==> src/zst_pkg.sv <==
`timescale 1ns / 1ps
// ---------------------------------------------------------------------------
// zst_pkg
// Shared defaults, direction codes and the control/status bundles of the
// zigzag swing tracker and its iterative divider.
// ---------------------------------------------------------------------------
package zst_pkg;

   localparam int PRICE_WIDTH_DEF = 32;
   localparam int FRAC_BITS_DEF   = 16;
   localparam int AGE_WIDTH_DEF   = 16;

   // direction codes, two's complement
   localparam logic [1:0] DIR_NONE = 2'b00;
   localparam logic [1:0] DIR_UP   = 2'b01;
   localparam logic [1:0] DIR_DOWN = 2'b11;

   typedef struct packed {
      logic start;
   } div_ctrl_type;

   typedef struct packed {
      logic busy;
      logic done;
   } div_stat_type;

endpackage

==> src/zst_divider.sv <==
`timescale 1ns / 1ps
// ---------------------------------------------------------------------------
// zst_divider
// Restoring divider, one quotient bit per cycle:
// quotient = floor(dividend * 2^FRAC_BITS / divisor), exact.
// ---------------------------------------------------------------------------
module zst_divider
   import zst_pkg::*;
#(
   parameter int PRICE_WIDTH = PRICE_WIDTH_DEF,
   parameter int FRAC_BITS   = FRAC_BITS_DEF
) (
   input  logic                               clock,
   input  logic                               reset,
   input  div_ctrl_type                       div_ctrl,
   input  logic [PRICE_WIDTH-1:0]             dividend,
   input  logic [PRICE_WIDTH-1:0]             divisor,
   output div_stat_type                       div_stat,
   output logic [PRICE_WIDTH+FRAC_BITS-1:0]   quotient
);

   localparam int QW    = PRICE_WIDTH + FRAC_BITS;
   localparam int CNT_W = $clog2(QW + 1);

   logic              busy_ff, busy_in;
   logic [CNT_W-1:0]  cnt_ff, cnt_in;
   logic [PRICE_WIDTH-1:0] rem_ff, rem_in;
   logic [PRICE_WIDTH-1:0] den_ff, den_in;
   logic [QW-1:0]     qd_ff, qd_in;
   logic [PRICE_WIDTH:0]   rem_sh;
   logic [PRICE_WIDTH:0]   rem_sub;
   logic              fits;

   assign rem_sh  = {rem_ff, qd_ff[QW-1]};
   assign rem_sub = rem_sh - {1'b0, den_ff};
   assign fits    = rem_sh >= {1'b0, den_ff};

   always_comb begin
      busy_in = busy_ff;
      cnt_in  = cnt_ff;
      rem_in  = rem_ff;
      den_in  = den_ff;
      qd_in   = qd_ff;
      if (div_ctrl.start) begin
         busy_in = 1'b1;
         cnt_in  = CNT_W'(QW);
         rem_in  = '0;
         den_in  = divisor;
         qd_in   = {dividend, {FRAC_BITS{1'b0}}};
      end else if (busy_ff) begin
         // shift in the next dividend bit, subtract when it fits
         rem_in = fits ? rem_sub[PRICE_WIDTH-1:0] : rem_sh[PRICE_WIDTH-1:0];
         qd_in  = {qd_ff[QW-2:0], fits};
         cnt_in = cnt_ff - CNT_W'(1);
         if (cnt_ff == CNT_W'(1)) begin
            busy_in = 1'b0;
         end
      end
   end

   always_ff @(posedge clock) begin
      if (reset) begin
         busy_ff <= 1'b0;
         cnt_ff  <= '0;
      end else begin
         busy_ff <= busy_in;
         cnt_ff  <= cnt_in;
      end
      rem_ff <= rem_in;
      den_ff <= den_in;
      qd_ff  <= qd_in;
   end

   assign div_stat.busy = busy_ff;
   assign div_stat.done = busy_ff && (cnt_ff == CNT_W'(1));
   assign quotient      = qd_ff;

endmodule

==> src/zst_sequencer.sv <==
`timescale 1ns / 1ps
// ---------------------------------------------------------------------------
// zst_sequencer
// Per-sample sequencer: swing state, move measurement, reversal decision
// and the registered result.
// ---------------------------------------------------------------------------
module zst_sequencer
   import zst_pkg::*;
#(
   parameter int PRICE_WIDTH = PRICE_WIDTH_DEF,
   parameter int FRAC_BITS   = FRAC_BITS_DEF,
   parameter int AGE_WIDTH   = AGE_WIDTH_DEF
) (
   input  logic                             clock,
   input  logic                             reset,
   input  logic                             csr_we,
   input  logic                             csr_wdata,
   input  logic                             req_tvalid,
   output logic                             req_tready,
   input  logic [PRICE_WIDTH-1:0]           req_price,
   input  logic [PRICE_WIDTH-2:0]           req_threshold,
   input  logic                             req_threshold_valid,
   output logic                             rsp_tvalid,
   input  logic                             rsp_tready,
   output logic [1:0]                       rsp_direction,
   output logic [PRICE_WIDTH-1:0]           rsp_inflection_price,
   output logic                             rsp_inflection_valid,
   output logic [PRICE_WIDTH-2:0]           rsp_target_level,
   output logic                             rsp_target_valid,
   output logic [PRICE_WIDTH-1:0]           rsp_correction,
   output logic [AGE_WIDTH-1:0]             rsp_swing_age,
   output div_ctrl_type                     div_ctrl,
   input  div_stat_type                     div_stat,
   output logic [PRICE_WIDTH-1:0]           div_dividend,
   output logic [PRICE_WIDTH-1:0]           div_divisor,
   input  logic [PRICE_WIDTH+FRAC_BITS-1:0] div_quotient
);

   localparam int PW = PRICE_WIDTH;
   localparam int QW = PRICE_WIDTH + FRAC_BITS;

   localparam logic [QW-1:0] ONE_X = {{(QW-FRAC_BITS-1){1'b0}}, 1'b1, {FRAC_BITS{1'b0}}};
   localparam logic signed [QW:0] SMAX_X = {{(QW-PW+2){1'b0}}, {(PW-1){1'b1}}};
   localparam logic signed [QW:0] SMIN_X = {{(QW-PW+2){1'b1}}, {(PW-1){1'b0}}};
   localparam logic [PW-1:0] SMAX_P = {1'b0, {(PW-1){1'b1}}};
   localparam logic [PW-1:0] SMIN_P = {1'b1, {(PW-1){1'b0}}};

   typedef enum logic [2:0] {
      ST_IDLE,
      ST_PREP,
      ST_DIV,
      ST_MEAS,
      ST_DEC
   } state_type;

   typedef enum logic [1:0] {
      PH_SKIP,
      PH_SEEK,
      PH_TREND
   } phase_type;

   function automatic logic [PW-1:0] clamp(input logic signed [QW:0] d);
      logic [PW-1:0] r;
      if (d > SMAX_X) begin
         r = SMAX_P;
      end else if (d < SMIN_X) begin
         r = SMIN_P;
      end else begin
         r = d[PW-1:0];
      end
      return r;
   endfunction

   state_type state_ff, state_in;
   phase_type phase_ff, phase_in;
   logic                 percent_ff, percent_in;
   logic                 trend_up_ff, trend_up_in;
   logic [PW-1:0]        ext_ff, ext_in;
   logic [PW-2:0]        at_ff, at_in;
   logic                 atv_ff, atv_in;
   logic [PW-1:0]        ss_ff, ss_in;
   logic [AGE_WIDTH-1:0] age_ff, age_in;

   logic [PW-1:0]        p_ff, p_in;
   logic [PW-2:0]        thr_ff, thr_in;
   logic                 tv_ff, tv_in;
   logic                 newext_ff, newext_in;
   logic [PW-1:0]        rise_ff, rise_in;
   logic [PW-1:0]        fall_ff, fall_in;

   logic                 rsp_tvalid_ff, rsp_tvalid_in;
   logic [1:0]           dir_ff, dir_in;
   logic [PW-1:0]        infl_ff, infl_in;
   logic                 infl_v_ff, infl_v_in;
   logic [PW-2:0]        tgt_ff, tgt_in;
   logic                 tgt_v_ff, tgt_v_in;
   logic [PW-1:0]        corr_ff, corr_in;
   logic [AGE_WIDTH-1:0] oage_ff, oage_in;

   logic [QW-1:0]        meas_a, meas_b;
   logic signed [QW:0]   d_rise, d_fall;
   logic                 zero_ref;
   logic [PW-1:0]        ch_sel;
   logic [PW-1:0]        target_x;
   logic                 reverse, seek_up, seek_dn;
   logic [AGE_WIDTH-1:0] age_inc;
   logic                 show;
   logic [PW-1:0]        corr_val;
   logic                 commit;

   // percent mode compares the ratio with one, cash mode the prices;
   // a zero reference with a zero price measures no move
   assign meas_a   = percent_ff ? ((ext_ff == '0) ? ONE_X : div_quotient)
                                : {{FRAC_BITS{1'b0}}, p_ff};
   assign meas_b   = percent_ff ? ONE_X : {{FRAC_BITS{1'b0}}, ext_ff};
   assign d_rise   = $signed({1'b0, meas_a}) - $signed({1'b0, meas_b});
   assign d_fall   = $signed({1'b0, meas_b}) - $signed({1'b0, meas_a});
   assign zero_ref = percent_ff && (ext_ff == '0) && (p_ff != '0);

   assign target_x = {1'b0, at_ff};
   assign ch_sel   = trend_up_ff ? fall_ff : rise_ff;
   assign reverse  = atv_ff && ($signed(ch_sel) > $signed(target_x));
   assign seek_up  = atv_ff && ($signed(rise_ff) > $signed(target_x));
   assign seek_dn  = atv_ff && ($signed(fall_ff) > $signed(target_x));
   assign age_inc  = (age_ff == '1) ? age_ff : age_ff + AGE_WIDTH'(1);
   assign commit   = (state_ff == ST_DEC) && (!rsp_tvalid_ff || rsp_tready);

   always_comb begin
      state_in      = state_ff;
      phase_in      = phase_ff;
      percent_in    = csr_we ? csr_wdata : percent_ff;
      trend_up_in   = trend_up_ff;
      ext_in        = ext_ff;
      at_in         = at_ff;
      atv_in        = atv_ff;
      ss_in         = ss_ff;
      age_in        = age_ff;
      p_in          = p_ff;
      thr_in        = thr_ff;
      tv_in         = tv_ff;
      newext_in     = newext_ff;
      rise_in       = rise_ff;
      fall_in       = fall_ff;
      rsp_tvalid_in = rsp_tvalid_ff && !rsp_tready;
      dir_in        = dir_ff;
      infl_in       = infl_ff;
      infl_v_in     = infl_v_ff;
      tgt_in        = tgt_ff;
      tgt_v_in      = tgt_v_ff;
      corr_in       = corr_ff;
      oage_in       = oage_ff;
      div_ctrl.start = 1'b0;
      show          = 1'b0;
      corr_val      = '0;

      unique case (state_ff)
         ST_IDLE: begin
            if (req_tvalid) begin
               p_in     = req_price;
               thr_in   = req_threshold;
               tv_in    = req_threshold_valid;
               state_in = ST_PREP;
            end
         end
         ST_PREP: begin
            newext_in = trend_up_ff ? (p_ff >= ext_ff) : (p_ff <= ext_ff);
            if (percent_ff && (ext_ff != '0) &&
                ((phase_ff == PH_SEEK) || ((phase_ff == PH_TREND) && !newext_in))) begin
               div_ctrl.start = 1'b1;
               state_in       = ST_DIV;
            end else begin
               state_in = ST_MEAS;
            end
         end
         ST_DIV: begin
            if (div_stat.done) begin
               state_in = ST_MEAS;
            end
         end
         ST_MEAS: begin
            rise_in  = zero_ref ? SMAX_P : clamp(d_rise);
            fall_in  = zero_ref ? SMIN_P : clamp(d_fall);
            state_in = ST_DEC;
         end
         ST_DEC: begin
            if (commit) begin
               case (phase_ff)
                  PH_TREND: begin
                     show = 1'b1;
                     if (newext_ff) begin
                        ext_in = p_ff;
                        at_in  = thr_ff;
                        atv_in = tv_ff;
                        age_in = age_inc;
                     end else if (reverse) begin
                        trend_up_in = !trend_up_ff;
                        ext_in      = p_ff;
                        ss_in       = p_ff;
                        at_in       = thr_ff;
                        atv_in      = tv_ff;
                        age_in      = '0;
                     end else begin
                        corr_val = ch_sel;
                        age_in   = age_inc;
                     end
                  end
                  PH_SEEK: begin
                     if (seek_up || seek_dn) begin
                        show        = 1'b1;
                        trend_up_in = seek_up;
                        phase_in    = PH_TREND;
                        ext_in      = p_ff;
                        ss_in       = p_ff;
                        at_in       = thr_ff;
                        atv_in      = tv_ff;
                        age_in      = '0;
                     end
                  end
                  default: begin
                     // anchor on the first sample with a usable threshold
                     if (tv_ff) begin
                        phase_in = PH_SEEK;
                        ext_in   = p_ff;
                        at_in    = thr_ff;
                        atv_in   = 1'b1;
                     end
                  end
               endcase

               rsp_tvalid_in = 1'b1;
               if (show) begin
                  dir_in    = trend_up_in ? DIR_UP : DIR_DOWN;
                  infl_in   = ss_in;
                  infl_v_in = 1'b1;
                  tgt_in    = atv_in ? at_in : '0;
                  tgt_v_in  = atv_in;
                  corr_in   = corr_val;
                  oage_in   = age_in;
               end else begin
                  dir_in    = DIR_NONE;
                  infl_in   = '0;
                  infl_v_in = 1'b0;
                  tgt_in    = '0;
                  tgt_v_in  = 1'b0;
                  corr_in   = '0;
                  oage_in   = '0;
               end
               state_in = ST_IDLE;
            end
         end
         default: begin
            state_in = ST_IDLE;
         end
      endcase
   end

   always_ff @(posedge clock) begin
      if (reset) begin
         state_ff      <= ST_IDLE;
         phase_ff      <= PH_SKIP;
         percent_ff    <= 1'b0;
         trend_up_ff   <= 1'b0;
         ext_ff        <= '0;
         at_ff         <= '0;
         atv_ff        <= 1'b0;
         ss_ff         <= '0;
         age_ff        <= '0;
         rsp_tvalid_ff <= 1'b0;
      end else begin
         state_ff      <= state_in;
         phase_ff      <= phase_in;
         percent_ff    <= percent_in;
         trend_up_ff   <= trend_up_in;
         ext_ff        <= ext_in;
         at_ff         <= at_in;
         atv_ff        <= atv_in;
         ss_ff         <= ss_in;
         age_ff        <= age_in;
         rsp_tvalid_ff <= rsp_tvalid_in;
      end
      p_ff      <= p_in;
      thr_ff    <= thr_in;
      tv_ff     <= tv_in;
      newext_ff <= newext_in;
      rise_ff   <= rise_in;
      fall_ff   <= fall_in;
      dir_ff    <= dir_in;
      infl_ff   <= infl_in;
      infl_v_ff <= infl_v_in;
      tgt_ff    <= tgt_in;
      tgt_v_ff  <= tgt_v_in;
      corr_ff   <= corr_in;
      oage_ff   <= oage_in;
   end

   assign req_tready           = (state_ff == ST_IDLE);
   assign div_dividend         = p_ff;
   assign div_divisor          = ext_ff;
   assign rsp_tvalid           = rsp_tvalid_ff;
   assign rsp_direction        = dir_ff;
   assign rsp_inflection_price = infl_ff;
   assign rsp_inflection_valid = infl_v_ff;
   assign rsp_target_level     = tgt_ff;
   assign rsp_target_valid     = tgt_v_ff;
   assign rsp_correction       = corr_ff;
   assign rsp_swing_age        = oage_ff;

endmodule

==> src/zigzag_swing_tracker_unit.sv <==
`timescale 1ns / 1ps
// ---------------------------------------------------------------------------
// zigzag_swing_tracker_unit
// Zigzag swing indicator: one result transaction for every price sample.
// ---------------------------------------------------------------------------
// Usage:
//   req channel carries one sample per transaction: price, reversal threshold
//   and (in req_tuser) the threshold-valid flag. rsp channel returns direction,
//   inflection price, target level, correction and swing age, with the
//   inflection and target valid flags in rsp_tuser.
//   csr_we/csr_wdata write percent_mode; write it only while no sample is open.
// Sequence:
//   An accepted sample passes through the states PREP, MEAS and DEC before
//   rsp_tvalid is raised, and a new sample is accepted only once the
//   sequencer is back in IDLE. In percent mode, when the move must be
//   measured against a nonzero extreme, the restoring divider adds the DIV
//   state between PREP and MEAS. req_tready is high only while the
//   sequencer is idle, so one sample is in work at a time.
// Reset and stall:
//   Reset clears the swing state, percent_mode and empties the output register.
//   A result waits in the output register while rsp_tready is low; the next
//   sample may be accepted meanwhile and completes once that register drains.
// ---------------------------------------------------------------------------
module zigzag_swing_tracker_unit
   import zst_pkg::*;
#(
   parameter int PRICE_WIDTH = PRICE_WIDTH_DEF,
   parameter int FRAC_BITS   = FRAC_BITS_DEF,
   parameter int AGE_WIDTH   = AGE_WIDTH_DEF,
   localparam int REQ_W = ((2 * PRICE_WIDTH - 1 + 7) / 8) * 8,
   localparam int RSP_W = ((3 * PRICE_WIDTH + 1 + AGE_WIDTH + 7) / 8) * 8
) (
   input  logic             clock,
   input  logic             reset,
   input  logic             csr_we,
   input  logic             csr_wdata,
   input  logic             req_tvalid,
   output logic             req_tready,
   // price, reversal_threshold
   input  logic [REQ_W-1:0] req_tdata,
   // threshold_valid
   input  logic [0:0]       req_tuser,
   output logic             rsp_tvalid,
   input  logic             rsp_tready,
   // direction, inflection_price, target_level, correction, swing_age
   output logic [RSP_W-1:0] rsp_tdata,
   // inflection_valid, target_valid
   output logic [1:0]       rsp_tuser
);

   localparam int PW    = PRICE_WIDTH;
   localparam int USED  = 3 * PW + 1 + AGE_WIDTH;

   div_ctrl_type                 div_ctrl;
   div_stat_type                 div_stat;
   logic [PW-1:0]                div_dividend;
   logic [PW-1:0]                div_divisor;
   logic [PW+FRAC_BITS-1:0]      div_quotient;

   logic [1:0]                   direction;
   logic [PW-1:0]                inflection_price;
   logic                         inflection_valid;
   logic [PW-2:0]                target_level;
   logic                         target_valid;
   logic [PW-1:0]                correction;
   logic [AGE_WIDTH-1:0]         swing_age;

   zst_divider #(
      .PRICE_WIDTH (PRICE_WIDTH),
      .FRAC_BITS   (FRAC_BITS)
   ) u_divider (
      .clock    (clock),
      .reset    (reset),
      .div_ctrl (div_ctrl),
      .dividend (div_dividend),
      .divisor  (div_divisor),
      .div_stat (div_stat),
      .quotient (div_quotient)
   );

   zst_sequencer #(
      .PRICE_WIDTH (PRICE_WIDTH),
      .FRAC_BITS   (FRAC_BITS),
      .AGE_WIDTH   (AGE_WIDTH)
   ) u_sequencer (
      .clock                (clock),
      .reset                (reset),
      .csr_we               (csr_we),
      .csr_wdata            (csr_wdata),
      .req_tvalid           (req_tvalid),
      .req_tready           (req_tready),
      .req_price            (req_tdata[PW-1:0]),
      .req_threshold        (req_tdata[2*PW-2:PW]),
      .req_threshold_valid  (req_tuser[0]),
      .rsp_tvalid           (rsp_tvalid),
      .rsp_tready           (rsp_tready),
      .rsp_direction        (direction),
      .rsp_inflection_price (inflection_price),
      .rsp_inflection_valid (inflection_valid),
      .rsp_target_level     (target_level),
      .rsp_target_valid     (target_valid),
      .rsp_correction       (correction),
      .rsp_swing_age        (swing_age),
      .div_ctrl             (div_ctrl),
      .div_stat             (div_stat),
      .div_dividend         (div_dividend),
      .div_divisor          (div_divisor),
      .div_quotient         (div_quotient)
   );

   assign rsp_tdata = {{(RSP_W-USED){1'b0}}, swing_age, correction, target_level,
                       inflection_price, direction};
   assign rsp_tuser = {target_valid, inflection_valid};

`ifndef SYNTHESIS
   // one sample in work at a time
   assert property (@(posedge clock) disable iff (reset)
      req_tvalid && req_tready |=> !req_tready)
      else $error("req accepted while a sample is in work");

   // divider is never restarted mid-run and runs after a start
   assert property (@(posedge clock) disable iff (reset)
      div_ctrl.start |-> !div_stat.busy ##1 div_stat.busy)
      else $error("divider start overlaps a running division");

   // no swing yet: the whole result is zero
   assert property (@(posedge clock) disable iff (reset)
      rsp_tvalid && !rsp_tuser[0] |-> (rsp_tdata == '0) && !rsp_tuser[1])
      else $error("nonzero result before a swing started");

   // a started swing always carries a direction
   assert property (@(posedge clock) disable iff (reset)
      rsp_tvalid && rsp_tuser[0] |-> (rsp_tdata[1:0] == DIR_UP) || (rsp_tdata[1:0] == DIR_DOWN))
      else $error("swing result without a direction");
`endif

endmodule
==> config.mk <==
export PLATFORM = sky130hd
export DESIGN_NAME = zigzag_swing_tracker_unit
export DESIGN_NICKNAME = d
export VERILOG_FILES = /design/src/zst_pkg.sv /design/src/zst_divider.sv /design/src/zst_sequencer.sv /design/src/zigzag_swing_tracker_unit.sv
export SDC_FILE = /design/constraint.sdc
export NUM_CORES = 1
export LEC_CHECK = 0
export BUFFER_PORTS_ARGS = -buffer_cell sky130_fd_sc_hd__buf_2
export CAP_MARGIN = 20
export CORE_MARGIN = 4
export CORE_UTILIZATION = 65
export CTS_CLUSTER_DIAMETER = 50
export CTS_CLUSTER_SIZE = 40
export DETAILED_ROUTE_END_ITERATION = 6
export GPL_ROUTABILITY_DRIVEN = 0
export PLACE_DENSITY = 0.86
export SYNTH_ARGS = -nofsm -noshare
export SYNTH_HDL_FRONTEND = slang
export SYNTH_SLANG_ARGS = --single-unit
==> constraint.sdc <==
create_clock -name clock -period 8.6 [get_ports clock]
set_clock_uncertainty 0.1 [all_clocks]
set_input_delay 0.43 -clock clock [delete_from_list [all_inputs] [get_ports clock]]
set_output_delay 0.43 -clock clock [all_outputs]
set_load 0.1 [all_outputs]
==> metrics <==
CTS buffer count=42; failing checks=DRC; CTS tree=built; GR Util All Layers=0.329; largest net degree at the start of global routing=approximately 120; CP max stage delay=roughly 0.55 ns; Fin. Hold Viols=0; final WL=82100 um; Worst-Skew Late Latency=about 0.60 ns; number of synthesized register bits=slightly below 500; final instance area=around 0.033 sq mm; Mapped Cells=approximately 3000; global-route wire length before repair=~130000 um; post-route setup TNS=0 ns; ANT cells=0; clock tree buffer depth=3; Synth top area share=0.314; num rows=just under 80; status=finished, violations left; cell mode on critical path=o211ai_1; fin. max-slew vios=0; DRT Pass-1 Iters=7; Slew headroom=0.237; DP Worst Slack=2.33 ns; vias in the first global route=24900; pwr/cell area=between 150 and 200 mW/mm^2; H-tree depth=2; sequential share of the synthesized area=0.433; Critical path buffers and inverters=3; dpl hpwl=~57000 um; shortest period the worst path allows=between 6 and 7 ns; P&R area growth vs syn=12.0%; Synth Cell Area=0.0294 sq mm; Die W=221 um; Post-synth top flop=edfxtp_1; Initial Util=0.661; cell-by-cell trace of the critical path=nor4_1 -> nand4_1 -> o21a_2 -> buf_4 -> a22o_1 -> inv_1 -> ha_1 -> a21o_1 -> a21oi_1 -> nand2_1 -> nor4b_4 -> or2_1 -> o211ai_1 -> or3_1 -> nor4_4 -> inv_2 -> o211ai_1; crit share post-route=0.768; type of origin of the critical path=register; Root Buffer=clkbuf_16; vias=approximately 25000; Crit Path Max Fanout=54; RSZ-0062 raised after global routing=false; leakage power=roughly 14 nW; critical path's top delay family=simple AND/OR/NAND/NOR gates; crit path DAT=6.91 ns; Mean Syn Cell Area=between 9 and 10 sq um; ratio of cells with drive above 1 in the final layout=0.129; asr flop ratio synth=0; most frequent cells in the layout=edfxtp_1, ha_1, nand2_1; area leader, netlist=edfxtp_1; maximum vdd drop=around 0.18 mV; Hold Path Class=in2reg; Placeable Area=around 0.045 sq mm; Yosys cell types=just under 100; antenna-violating nets left=0; clock slew at reported path FFs=~0.08 ns; hold path cells=3; worst r2r path cells=17; Finish-stage setup viols=0; total gr overflow=0; Setup WS post-layout=around 2.0 ns; antenna violations before repair=1; PortBufs=about 190; clk sinks=483; Ports=195; final routed DRC violation total=4; PostCTS Resize Cnt=0; Setup crit end kind=register; wire per inst=around 22 um; YS warnings=0; CP Class=reg2reg; die area=0.0487 sq mm; Critical Path Stages=17; Synth area leaders=edfxtp_1, dfxtp_1, ha_1, a22o_1, nand2_1; die height=221 um; Worst EP required=between 8 and 9 ns; Tightest Pin Transition=~1.1 ns; worst-path cell with the longest stage delay=nor4b_4; commonest non-fill, non-tap cell in the layout=edfxtp_1; FMAX=roughly 0.15 GHz; number of max-cap violations=0; Area after DPL=around 0.03 sq mm; EDFF count, synth=308; Avg Vias per Cell=roughly 6.7; nets@finish=3426; Initial DRC Count=between 3000 and 4000
## power by group
part / switching, mW / total (mW) / internal, mW
clock: 1.01 / 2.15 / 1.14
combinational: 0.693 / 1.13 / 0.433
sequential: 0.117 / 2.70 / 2.58
total: 1.82 / 5.97 / 4.15
## registers in the layout, summed over array words and instances, names as in the netlist, 31 cells and up
name / flops
u_divider.den_ff: 32
u_sequencer.at_ff: 31
u_sequencer.thr_ff: 31
u_sequencer.rise_ff: 32
u_sequencer.ss_ff: 32
u_sequencer.div_divisor: 32
u_divider.rem_ff: 32
u_sequencer.rsp_correction: 32
u_sequencer.rsp_inflection_price: 32
u_sequencer.fall_ff: 32
u_divider.quotient: 48
u_sequencer.div_dividend: 32
u_sequencer.rsp_target_level: 31
## synth_stat cells, drive strengths merged (67+ instances only)
cell type and number:
clkbuf 99, edfxtp 308, nand3 67, buf 73, nor2 210, inv 200
a22o 158, mux2i 80, nand4 73, dfxtp 175, a21o 84, o21ai 143
a21oi 157, ha 227, nand2 220
## worst min-delay path, delay by kind of cell
| kind | cells | cell delay, ns |
|---|---|---|
| compound gates | 1 | 0.06 |
| simple gates | 1 | 0.12 |
| buf+inv | 1 | 0.09 |
## timing repair
action                                 in CTS  in global routing
buffers inserted                            0                  0
hold buffers                               66                  0
endpoints found under the hold margin      65                  0
## kinds of logic (layout without fill, tap and decap cells)
kind of cell    after synthesis  after routing  synth area share
compound gates              856            856             0.211
simple gates                818            818             0.138
flops                       483            483             0.433
buf+inv                     373            563            0.0527
fa+ha+maj                   230            230            0.0986
mux                         113            113            0.0398
xor+xnor                     89             89            0.0265
other cells                   1              7          0.000127
## through the flow
step	utilization	hold WS, ns	instances	total power, mW
floorplan	-	0.350	2969	3.52
CTS	0.740	0.0407	3750	5.95
detailed placement	0.689	0.366	3606	3.80
finish	0.740	0.0654	3751	5.97
global route	0.740	0.100	3751	6.19
global placement	0.689	0.362	3605	3.74
## path summary, 6_finish.rpt
kind                                             startpoint                endpoint  slack, ns
worst max register to register  u_sequencer.div_divisor[27]  u_sequencer.fall_ff[4]       2.00
worst min register to register        u_sequencer.ss_ff[28]   u_sequencer.ss_ff[28]       0.38
worst min-delay path                             rsp_tready  u_sequencer.rsp_tvalid       0.07
worst max-delay path            u_sequencer.div_divisor[27]  u_sequencer.fall_ff[4]       2.00
## routing by layer
layer,wire length (um),vias up,track usage
li1,-,11400,-
met1,31500,11900,0.409
met2,38200,1543,0.551
met3,7740,382,0.0622
met4,4680,2,0.164
met5,8,-,0
## layout make-up
| cell class | count | area, sq um |
|---|---|---|
| Inverter | 201 | 757 |
| Clock buffer | 47 | 1150 |
| Multi-Input combinational cell | 2113 | 15200 |
| Tap cell | 592 | 741 |
| Timing Repair Buffer | 284 | 1860 |
| Fill cell | 3050 | 11600 |
| Clock inverter | 31 | 444 |
| Sequential cell | 483 | 12800 |
(Power assumes the default switching activity.)
